[src/hdl/cb0ie_pkg.sv]
// shared types and codes for the block-zero instruction execute unit
package cb0ie_pkg;

	typedef logic [5:0]  cmd_t;
	typedef logic [7:0]  byte_t;
	typedef logic [15:0] word_t;
	typedef logic [3:0]  flag_t;
	typedef logic [1:0]  wkind_t;

	// memory write kinds
	localparam wkind_t WK_NONE = 2'd0;
	localparam wkind_t WK_ONE  = 2'd1;
	localparam wkind_t WK_TWO  = 2'd2;

	// flag nibble bit positions
	localparam int FLAG_Z = 3;
	localparam int FLAG_N = 2;
	localparam int FLAG_H = 1;
	localparam int FLAG_C = 0;

endpackage

[src/hdl/cb0ie_if.sv]
// valid/ready channel interfaces for instruction requests and results
interface cb0ie_in_if;
	import cb0ie_pkg::*;

	logic  valid;
	logic  ready;
	cmd_t  cmd;
	word_t immediate;
	byte_t mem_in;

	modport source (output valid, output cmd, output immediate, output mem_in, input ready);
	modport sink (input valid, input cmd, input immediate, input mem_in, output ready);
endinterface

interface cb0ie_out_if;
	import cb0ie_pkg::*;

	logic   valid;
	logic   ready;
	byte_t  acc;
	flag_t  flags;
	word_t  pair_bc;
	word_t  pair_de;
	word_t  pair_hl;
	word_t  stack_ptr;
	word_t  prog_ctr;
	wkind_t write_kind;
	word_t  write_addr;
	word_t  write_data;

	modport source (
		output valid, output acc, output flags, output pair_bc, output pair_de,
		output pair_hl, output stack_ptr, output prog_ctr, output write_kind,
		output write_addr, output write_data, input ready
	);
	modport sink (
		input valid, input acc, input flags, input pair_bc, input pair_de,
		input pair_hl, input stack_ptr, input prog_ctr, input write_kind,
		input write_addr, input write_data, output ready
	);
endinterface

[src/hdl/cpu_block0_instruction_execute.sv]
// block-zero (opcodes 0x00..0x3f) instruction execute unit with register file
// an accepted request is registered in stage 1, its result in stage 2 and the register file;
// throughput: one request per cycle unless results stall; the input register takes
// a new request while the result register waits; all opcode decode and alu sit between them
// reset (arst_n low, asynchronous): A, flags, BC, DE, HL, SP and PC clear to zero and
// both pipeline stages empty
module cpu_block0_instruction_execute (
	input logic          clk,
	input logic          arst_n,
	cb0ie_in_if.sink     instr,
	cb0ie_out_if.source  result
);
	import cb0ie_pkg::*;

	// 8-bit operand codes that need special handling
	localparam logic [2:0] R8_MEM = 3'd6;
	localparam logic [2:0] R8_A   = 3'd7;
	// pair codes
	localparam logic [1:0] PR_BC = 2'd0;
	localparam logic [1:0] PR_DE = 2'd1;
	localparam logic [1:0] PR_HL = 2'd2;
	localparam logic [1:0] PR_SP = 2'd3;
	// decimal adjust constants
	localparam byte_t DAA_HI = 8'h60;
	localparam byte_t DAA_LO = 8'h06;

	// stage 1: registered request
	logic  v_s1;
	cmd_t  cmd_s1;
	word_t imm_s1;
	byte_t mem_s1;

	// stage 2: result valid and memory write; the register file itself is the
	// rest of the result, since it only moves when a result is loaded
	logic   v_s2;
	wkind_t wk_s2;
	word_t  wa_s2;
	word_t  wd_s2;

	// architectural registers
	byte_t acc_q;
	flag_t flag_q;
	word_t bc_q;
	word_t de_q;
	word_t hl_q;
	word_t sp_q;
	word_t pc_q;

	logic in_acc;
	logic advance;

	// decode
	logic [2:0] row;
	logic [2:0] col;
	byte_t      imm8;
	word_t      jr_off;
	word_t      pc_seq2;
	word_t      pair_rd;
	byte_t      r8_rd;
	word_t      ld_addr;

	// execute
	byte_t  nv;
	byte_t  daa_a;
	logic   daa_c;
	logic   take;
	logic [16:0] add_sum;
	logic [12:0] add_half;
	flag_t  f;
	word_t  n_pc;
	wkind_t wk;
	word_t  wa;
	word_t  wd;

	// register file write ports
	logic       r8_we;
	logic [2:0] r8_idx;
	byte_t      r8_val;
	logic       pr_we;
	logic [1:0] pr_idx;
	word_t      pr_val;

	byte_t n_acc;
	word_t n_bc;
	word_t n_de;
	word_t n_hl;
	word_t n_sp;

	// handshake: stage 1 drains whenever the result register is free or being taken
	assign advance     = v_s1 && (!v_s2 || result.ready);
	assign instr.ready = !v_s1 || !v_s2 || result.ready;
	assign in_acc      = instr.valid && instr.ready;

	assign row     = cmd_s1[5:3];
	assign col     = cmd_s1[2:0];
	assign imm8    = imm_s1[7:0];
	assign jr_off  = {{8{imm8[7]}}, imm8};
	assign pc_seq2 = pc_q + 16'd2;

	// pair named by row[2:1]
	always_comb begin
		case (row[2:1])
			PR_BC:   pair_rd = bc_q;
			PR_DE:   pair_rd = de_q;
			PR_HL:   pair_rd = hl_q;
			default: pair_rd = sp_q;
		endcase
	end

	// 8-bit operand named by row; [hl] comes from the memory byte
	always_comb begin
		case (row)
			3'd0:    r8_rd = bc_q[15:8];
			3'd1:    r8_rd = bc_q[7:0];
			3'd2:    r8_rd = de_q[15:8];
			3'd3:    r8_rd = de_q[7:0];
			3'd4:    r8_rd = hl_q[15:8];
			3'd5:    r8_rd = hl_q[7:0];
			R8_MEM:  r8_rd = mem_s1;
			default: r8_rd = acc_q;
		endcase
	end

	// indirect loads and stores address through bc, de, or hl (with hl+/hl-)
	always_comb begin
		case (row[2:1])
			PR_BC:   ld_addr = bc_q;
			PR_DE:   ld_addr = de_q;
			default: ld_addr = hl_q;
		endcase
	end

	assign add_sum  = {1'b0, hl_q} + {1'b0, pair_rd};
	assign add_half = {1'b0, hl_q[11:0]} + {1'b0, pair_rd[11:0]};

	// main decode and alu
	always_comb begin
		n_pc   = pc_q + 16'd1;
		f      = flag_q;
		wk     = WK_NONE;
		wa     = '0;
		wd     = '0;
		r8_we  = 1'b0;
		r8_idx = row;
		r8_val = '0;
		pr_we  = 1'b0;
		pr_idx = row[2:1];
		pr_val = '0;
		nv     = '0;
		daa_a  = acc_q;
		daa_c  = flag_q[FLAG_C];
		take   = 1'b0;

		case (col)
			3'd0: begin
				if (row == 3'd1) begin
					// ld [a16],sp: two bytes
					n_pc = pc_q + 16'd3;
					wk   = WK_TWO;
					wa   = imm_s1;
					wd   = sp_q;
				end else if (row == 3'd2) begin
					// stop: skip its operand byte
					n_pc = pc_seq2;
				end else if (row != 3'd0) begin
					// jr and its conditional forms
					case (row)
						3'd4:    take = !flag_q[FLAG_Z];
						3'd5:    take = flag_q[FLAG_Z];
						3'd6:    take = !flag_q[FLAG_C];
						3'd7:    take = flag_q[FLAG_C];
						default: take = 1'b1;
					endcase
					n_pc = take ? pc_seq2 + jr_off : pc_seq2;
				end
			end
			3'd1: begin
				if (!row[0]) begin
					// ld rr,d16
					n_pc   = pc_q + 16'd3;
					pr_we  = 1'b1;
					pr_val = imm_s1;
				end else begin
					// add hl,rr: half carry from bit 11, z kept
					pr_we          = 1'b1;
					pr_idx         = PR_HL;
					pr_val         = add_sum[15:0];
					f[FLAG_N]      = 1'b0;
					f[FLAG_H]      = add_half[12];
					f[FLAG_C]      = add_sum[16];
				end
			end
			3'd2: begin
				if (!row[0]) begin
					wk = WK_ONE;
					wa = ld_addr;
					wd = {8'h00, acc_q};
				end else begin
					r8_we  = 1'b1;
					r8_idx = R8_A;
					r8_val = mem_s1;
				end
				if (row[2:1] == PR_HL) begin
					pr_we  = 1'b1;
					pr_idx = PR_HL;
					pr_val = hl_q + 16'd1;
				end else if (row[2:1] == PR_SP) begin
					pr_we  = 1'b1;
					pr_idx = PR_HL;
					pr_val = hl_q - 16'd1;
				end
			end
			3'd3: begin
				pr_we  = 1'b1;
				pr_val = row[0] ? pair_rd - 16'd1 : pair_rd + 16'd1;
			end
			3'd4, 3'd5: begin
				// inc r / dec r, c kept
				if (col == 3'd4) begin
					nv        = r8_rd + 8'd1;
					f[FLAG_N] = 1'b0;
					f[FLAG_H] = (r8_rd[3:0] == 4'hf);
				end else begin
					nv        = r8_rd - 8'd1;
					f[FLAG_N] = 1'b1;
					f[FLAG_H] = (r8_rd[3:0] == 4'h0);
				end
				f[FLAG_Z] = (nv == 8'h00);
				if (row == R8_MEM) begin
					wk = WK_ONE;
					wa = hl_q;
					wd = {8'h00, nv};
				end else begin
					r8_we  = 1'b1;
					r8_val = nv;
				end
			end
			3'd6: begin
				// ld r,d8
				n_pc = pc_seq2;
				if (row == R8_MEM) begin
					wk = WK_ONE;
					wa = hl_q;
					wd = {8'h00, imm8};
				end else begin
					r8_we  = 1'b1;
					r8_val = imm8;
				end
			end
			default: begin
				r8_idx = R8_A;
				case (row)
					3'd0: begin
						r8_we  = 1'b1;
						r8_val = {acc_q[6:0], acc_q[7]};
						f      = {3'b000, acc_q[7]};
					end
					3'd1: begin
						r8_we  = 1'b1;
						r8_val = {acc_q[0], acc_q[7:1]};
						f      = {3'b000, acc_q[0]};
					end
					3'd2: begin
						r8_we  = 1'b1;
						r8_val = {acc_q[6:0], flag_q[FLAG_C]};
						f      = {3'b000, acc_q[7]};
					end
					3'd3: begin
						r8_we  = 1'b1;
						r8_val = {flag_q[FLAG_C], acc_q[7:1]};
						f      = {3'b000, acc_q[0]};
					end
					3'd4: begin
						// daa, direction set by n
						if (!flag_q[FLAG_N]) begin
							if (flag_q[FLAG_C] || acc_q > 8'h99) begin
								daa_a = acc_q + DAA_HI;
								daa_c = 1'b1;
							end
							if (flag_q[FLAG_H] || daa_a[3:0] > 4'd9) begin
								daa_a = daa_a + DAA_LO;
							end
						end else begin
							if (flag_q[FLAG_C]) begin
								daa_a = daa_a - DAA_HI;
							end
							if (flag_q[FLAG_H]) begin
								daa_a = daa_a - DAA_LO;
							end
						end
						r8_we  = 1'b1;
						r8_val = daa_a;
						f      = {(daa_a == 8'h00), flag_q[FLAG_N], 1'b0, daa_c};
					end
					3'd5: begin
						r8_we     = 1'b1;
						r8_val    = ~acc_q;
						f[FLAG_N] = 1'b1;
						f[FLAG_H] = 1'b1;
					end
					3'd6: begin
						f = {flag_q[FLAG_Z], 3'b001};
					end
					default: begin
						f = {flag_q[FLAG_Z], 2'b00, !flag_q[FLAG_C]};
					end
				endcase
			end
		endcase
	end

	// apply register file writes; pair first, then the 8-bit port
	always_comb begin
		n_acc = acc_q;
		n_bc  = bc_q;
		n_de  = de_q;
		n_hl  = hl_q;
		n_sp  = sp_q;
		if (pr_we) begin
			case (pr_idx)
				PR_BC:   n_bc = pr_val;
				PR_DE:   n_de = pr_val;
				PR_HL:   n_hl = pr_val;
				default: n_sp = pr_val;
			endcase
		end
		if (r8_we) begin
			case (r8_idx)
				3'd0:    n_bc[15:8] = r8_val;
				3'd1:    n_bc[7:0]  = r8_val;
				3'd2:    n_de[15:8] = r8_val;
				3'd3:    n_de[7:0]  = r8_val;
				3'd4:    n_hl[15:8] = r8_val;
				3'd5:    n_hl[7:0]  = r8_val;
				R8_A:    n_acc      = r8_val;
				default: n_acc      = acc_q;
			endcase
		end
	end

	// control and architectural state
	always_ff @(posedge clk or negedge arst_n) begin
		if (!arst_n) begin
			v_s1   <= 1'b0;
			v_s2   <= 1'b0;
			acc_q  <= '0;
			flag_q <= '0;
			bc_q   <= '0;
			de_q   <= '0;
			hl_q   <= '0;
			sp_q   <= '0;
			pc_q   <= '0;
		end else begin
			if (in_acc) begin
				v_s1 <= 1'b1;
			end else if (advance) begin
				v_s1 <= 1'b0;
			end
			if (advance) begin
				v_s2 <= 1'b1;
			end else if (result.ready) begin
				v_s2 <= 1'b0;
			end
			if (advance) begin
				acc_q  <= n_acc;
				flag_q <= f;
				bc_q   <= n_bc;
				de_q   <= n_de;
				hl_q   <= n_hl;
				sp_q   <= n_sp;
				pc_q   <= n_pc;
			end
		end
	end

	// payload registers
	always_ff @(posedge clk) begin
		if (in_acc) begin
			cmd_s1 <= instr.cmd;
			imm_s1 <= instr.immediate;
			mem_s1 <= instr.mem_in;
		end
		if (advance) begin
			wk_s2 <= wk;
			wa_s2 <= wa;
			wd_s2 <= wd;
		end
	end

	assign result.valid      = v_s2;
	assign result.acc        = acc_q;
	assign result.flags      = flag_q;
	assign result.pair_bc    = bc_q;
	assign result.pair_de    = de_q;
	assign result.pair_hl    = hl_q;
	assign result.stack_ptr  = sp_q;
	assign result.prog_ctr   = pc_q;
	assign result.write_kind = wk_s2;
	assign result.write_addr = wa_s2;
	assign result.write_data = wd_s2;

endmodule

[src/flat_wrapper.sv]
// flat-port wrapper written by rule: the top's interface ports become plain ports
module cpu_block0_instruction_execute_flat import cb0ie_pkg::*;
  (clk, arst_n, instr_valid, instr_cmd, instr_immediate, instr_mem_in, instr_ready, result_valid, result_acc, result_flags, result_pair_bc, result_pair_de, result_pair_hl, result_stack_ptr, result_prog_ctr, result_write_kind, result_write_addr, result_write_data, result_ready);
  cb0ie_in_if instr_i ();
  cb0ie_out_if result_i ();
  input logic clk;
  input logic arst_n;
  input wire logic [$bits(instr_i.valid)-1:0] instr_valid;
  input wire logic [$bits(instr_i.cmd)-1:0] instr_cmd;
  input wire logic [$bits(instr_i.immediate)-1:0] instr_immediate;
  input wire logic [$bits(instr_i.mem_in)-1:0] instr_mem_in;
  output wire logic [$bits(instr_i.ready)-1:0] instr_ready;
  output wire logic [$bits(result_i.valid)-1:0] result_valid;
  output wire logic [$bits(result_i.acc)-1:0] result_acc;
  output wire logic [$bits(result_i.flags)-1:0] result_flags;
  output wire logic [$bits(result_i.pair_bc)-1:0] result_pair_bc;
  output wire logic [$bits(result_i.pair_de)-1:0] result_pair_de;
  output wire logic [$bits(result_i.pair_hl)-1:0] result_pair_hl;
  output wire logic [$bits(result_i.stack_ptr)-1:0] result_stack_ptr;
  output wire logic [$bits(result_i.prog_ctr)-1:0] result_prog_ctr;
  output wire logic [$bits(result_i.write_kind)-1:0] result_write_kind;
  output wire logic [$bits(result_i.write_addr)-1:0] result_write_addr;
  output wire logic [$bits(result_i.write_data)-1:0] result_write_data;
  input wire logic [$bits(result_i.ready)-1:0] result_ready;
  assign instr_i.valid = instr_valid;
  assign instr_i.cmd = instr_cmd;
  assign instr_i.immediate = instr_immediate;
  assign instr_i.mem_in = instr_mem_in;
  assign instr_ready = instr_i.ready;
  assign result_valid = result_i.valid;
  assign result_acc = result_i.acc;
  assign result_flags = result_i.flags;
  assign result_pair_bc = result_i.pair_bc;
  assign result_pair_de = result_i.pair_de;
  assign result_pair_hl = result_i.pair_hl;
  assign result_stack_ptr = result_i.stack_ptr;
  assign result_prog_ctr = result_i.prog_ctr;
  assign result_write_kind = result_i.write_kind;
  assign result_write_addr = result_i.write_addr;
  assign result_write_data = result_i.write_data;
  assign result_i.ready = result_ready;
  cpu_block0_instruction_execute u_core (.clk(clk), .arst_n(arst_n), .instr(instr_i), .result(result_i));
endmodule
[config.mk]
export PLATFORM = sky130hd
export DESIGN_NAME = cpu_block0_instruction_execute_flat
export DESIGN_NICKNAME = d
export VERILOG_FILES = /design/src/hdl/cb0ie_pkg.sv /design/src/hdl/cb0ie_if.sv /design/src/hdl/cpu_block0_instruction_execute.sv /design/src/flat_wrapper.sv
export SDC_FILE = /design/constraint.sdc
export NUM_CORES = 1
export LEC_CHECK = 0
export BUFFER_PORTS_ARGS = -buffer_cell sky130_fd_sc_hd__buf_2
export CAP_MARGIN = 20
export CELL_PAD_IN_SITES_DETAIL_PLACEMENT = 1
export CELL_PAD_IN_SITES_GLOBAL_PLACEMENT = 1
export CORE_ASPECT_RATIO = 1.2
export CORE_MARGIN = 3
export CORE_UTILIZATION = 45
export DETAILED_ROUTE_END_ITERATION = 7
export PLACE_DENSITY = 0.86
export SYNTH_ARGS = -nofsm -noshare
export SYNTH_HDL_FRONTEND = slang
export SYNTH_SLANG_ARGS = --single-unit
[constraint.sdc]
create_clock -name clk -period 5.4 [get_ports clk]
set_input_delay 1.08 -clock clk [delete_from_list [all_inputs] [get_ports clk]]
set_output_delay 1.08 -clock clk [all_outputs]
set_load 0.02 [all_outputs]
==> metrics <==
outcome complete, no violations; buffers added on ports 161; clock buffer count from CTS 17; sequential power share 29.2%; Setup Buffers After CTS 0; standard-cell rows 69; final hold violation count 0; Design Power 7.947 mW; area fraction in and, or, nand and nor cells after synthesis 19.80%; final critical delay including setup and external delays 4704 ps; cell total after placement 2153; Hold Path Depth 1; Setup violations, final 0; area of the die 32270 sq um; internal reg-to-reg setup slack 700 ps; multiplexer share of the synthesized area 5.129%; post-CTS sizing 0; count of state elements after synthesis 158; number of antenna repair diodes 0; maximum clock frequency 212.6 MHz; Initial Util 45.67%; Avg Synthesized Cell Area 8.113 sq um; final instance count without filler cells 2186; wire length of the first global-routing pass 94230 microns; fraction of layout cells with a size suffix above 1 15.53%; most used flip-flop cell after synthesis sky130_fd_sc_hd__dfrtp_1; Critical Path Fanout Max 51; critical hold path startpoint u_core.v_s1$_DFFE_PN0P_; Worst EP arrival 5000 ps; number of top-level design ports 162; share of the yosys chip area belonging to registers 31.51%; Mapped Area 13560 sq um; number of antenna-violating nets in the routed design 0; launching element of the worst setup path u_core.cmd_s1[5]$_DFFE_PP_; synthesized instance count 1672; HPWL Detailed 46510 microns; leak pwr 6.371 nW; RSZ-0062 raised after global routing false; Area growth, synth to finish 13.33%; total vias in the final route 15177; ratio of total power to cell area 517.0 nW/um^2; Yosys Warn Count 0; post-DR vias/cell 6.943; CP max stage delay 650 ps; Clock Tree Buf Depth 2; number of H-tree levels 4; maximum number of pins on one net before global-route repair 81; Sw Share 51.61%; clk_lat worst skew 460 ps; xor/xnor cell area share of the yosys netlist 5.424%; Post-synth EDFFs 64; Wirelength per Cell 29.25 microns; max_slew headroom 29.95%; DIE HEIGHT 196.2 microns; crit-path cells buf_4 > nand2_1 > nand2_1 > nand2_1 > ha_1 > a21o_1 > a2111oi_0 > o21bai_1 > nor3_1 > a21boi_1 > xor2_1 > a222oi_1 > a221oi_1; Final nets 1883; residual DRC count 0; Total Routing Usage GR 38.91%; post-synthesis adder-cell area fraction 6.309%; max-cap viol count 0; worst supply voltage drop on vdd 291.7 uV; Worst R2R Start u_core.cmd_s1[5]$_DFFE_PP_; vias in the first global route 15419; Internal Pwr Total 3.845 mW; TritonCTS clock tree built; worst hold slack 534.4 ps; worst reg2reg path endpoint u_core.result.pair_de[13]$_DFFE_PN0P_; sink count of the clock tree 158; Critical Path RT 5690 ps; total negative slack 0 ps; net count after synthesis 1772; Std-Cell Core Area 29700 sq um; Clk network pwr share 16.3%; Synth cell types 76; crit path max-delay cell type sky130_fd_sc_hd__edfxtp_1; Worst setup EP type register; global-route congestion overflow total 0; async set or reset register ratio after synthesis 59.49%; Max Slew Vio Count 0; initial antenna violation count 2; combinational family with the most area after synthesis compound AO/OA/AOI/OAI gates; routed wire length 63940 microns; class of the most critical setup path register to register; transition at the pin with the smallest max-transition slack 1047 ps; Hold Buf Count CTS 0; clk root buf sky130_fd_sc_hd__clkbuf_16; fraction of the cycle the final worst path needs 87.12%; total net switching power 4.102 mW; area fraction in compound gates after synthesis 27.40%; weighted congestion at the end of routability-driven global placement 1.062; Worst Clk Skew 13.64 ps; logic depth of the worst register-to-register path 13; crit path capture u_core.result.pair_de[13]$_DFFE_PN0P_; clock-pin slew on the worst setup and hold paths 80 ps; Fillers 3660; CP dominant cell by count sky130_fd_sc_hd__nand2_1; number of detailed-route iterations in the first pass 6; number of DRC markers after the initial detailed-route iteration 1542; horizontal extent of the die 164.5 microns; part of the power in combinational logic 54.5%; startpoint type of the worst setup path register; type of the tightest min-delay check register to register
[layer usage]
layer	routed length [microns]	vias up	track usage [%]	share of wire (%)
li1	-	6495	-	-
met1	23720	7521	46.00	37
met2	30000	858	63.52	47
met3	5408	299	8.427	8.5
met4	4784	4	25.08	7.5
met5	30	-	0	0.047
[layout by cell type (no fill, tap or decap), types with 39 or more instances in the layout]
cell                       count
sky130_fd_sc_hd__o22ai_1      46
sky130_fd_sc_hd__dfrtp_1      94
sky130_fd_sc_hd__nand2_1     175
sky130_fd_sc_hd__edfxtp_1     64
sky130_fd_sc_hd__nor2_1      181
sky130_fd_sc_hd__buf_2       160
sky130_fd_sc_hd__xor2_1       39
sky130_fd_sc_hd__ha_1         62
sky130_fd_sc_hd__inv_1        45
sky130_fd_sc_hd__nand3_1      39
sky130_fd_sc_hd__a21oi_1     150
sky130_fd_sc_hd__xnor2_1      45
sky130_fd_sc_hd__o21ai_0     102
sky130_fd_sc_hd__buf_4        41
[sequential cells by signal, indices dropped and copies added, names as in the netlist]
register / cells
u_core.cmd_s1: 6
u_core.result.flags: 4
u_core.result.write_data: 16
u_core.mem_s1: 8
u_core.result.pair_hl: 16
u_core.imm_s1: 16
u_core.result.write_kind: 2
u_core.result.acc: 8
u_core.result.prog_ctr: 16
u_core.v_s1: 1
u_core.result.pair_de: 16
u_core.result.write_addr: 16
u_core.result.stack_ptr: 16
u_core.result.valid: 1
u_core.result.pair_bc: 16
[cells in the mapped netlist, types with 45 or more instances]
library cell	number	area, sq um
sky130_fd_sc_hd__clkbuf_1	92	345.3
sky130_fd_sc_hd__o21ai_0	102	510.5
sky130_fd_sc_hd__nand2_1	176	660.6
sky130_fd_sc_hd__ha_1	62	775.7
sky130_fd_sc_hd__inv_1	45	168.9
sky130_fd_sc_hd__nor2_1	184	690.7
sky130_fd_sc_hd__a21oi_1	150	750.7
sky130_fd_sc_hd__edfxtp_1	64	1922
sky130_fd_sc_hd__dfrtp_1	94	2352
sky130_fd_sc_hd__xnor2_1	45	394.1
sky130_fd_sc_hd__o22ai_1	46	287.8
[kinds of logic after synthesis]
family | after synthesis
AO/OA/AOI/OAI | 569
XOR/XNOR | 84
adder cells (fa/ha/maj) | 66
buffers and inverters | 157
flip-flops | 158
multiplexers | 57
AND/OR/NAND/NOR | 581
[worst min path at each step]
stage	to
floorplan	u_core.result.valid$_DFFE_PN0P_
global placement	u_core.result.valid$_DFFE_PN0P_
detailed placement	u_core.result.valid$_DFFE_PN0P_
CTS	u_core.result.valid$_DFFE_PN0P_
global route	u_core.result.valid$_DFFE_PN0P_
finish	u_core.result.valid$_DFFE_PN0P_
[power by group through the flow]
| stage | Combinational, mW | Clock (mW) | Sequential, mW |
|---|---|---|---|
| 3_3_place_gp | 4.10 | 0 | 2.28 |
| 6_report | 4.33 | 1.29 | 2.32 |
| 4_1_cts | 4.26 | 1.29 | 2.28 |
| 2_1_floorplan | 2.84 | 0 | 2.20 |
| 5_1_grt | 4.70 | 1.35 | 2.34 |
| 3_5_place_dp | 4.22 | 0 | 2.30 |
[critical path, delay by kind of cell (launching register included)]
| family | cells | cell delay [ps] |
|---|---|---|
| AOI/OAI and AO/OA | 6 | 1880 |
| and+or+nand+nor | 4 | 900 |
| DFF | 1 | 650 |
| buffers and inverters | 1 | 550 |
| adders and majority gates | 1 | 360 |
| xor gates and xnor gates | 1 | 170 |
[metrics by stage]
step	setup slack, ps	cell area [sq um]	util [%]
2_1_floorplan	833.0	13560	-
3_3_place_gp	1110	14770	49.74
3_5_place_dp	871.3	14770	49.74
4_1_cts	853.9	15360	51.74
5_1_grt	391.8	15370	51.76
6_report	695.7	15370	51.76
[cell type report]
class / count / area, sq um / area share (%)
Clock inverter: 14 / 163.9 / 1.066
Tap cell: 390 / 488.0 / 3.174
Multi-Input combinational cell: 1357 / 8712 / 56.67
Inverter: 47 / 176.4 / 1.148
Timing Repair Buffer: 202 / 1129 / 7.342
Sequential cell: 158 / 4274 / 27.80
Clock buffer: 18 / 429.2 / 2.792
Note: power is estimated with default switching activity, not from simulation.
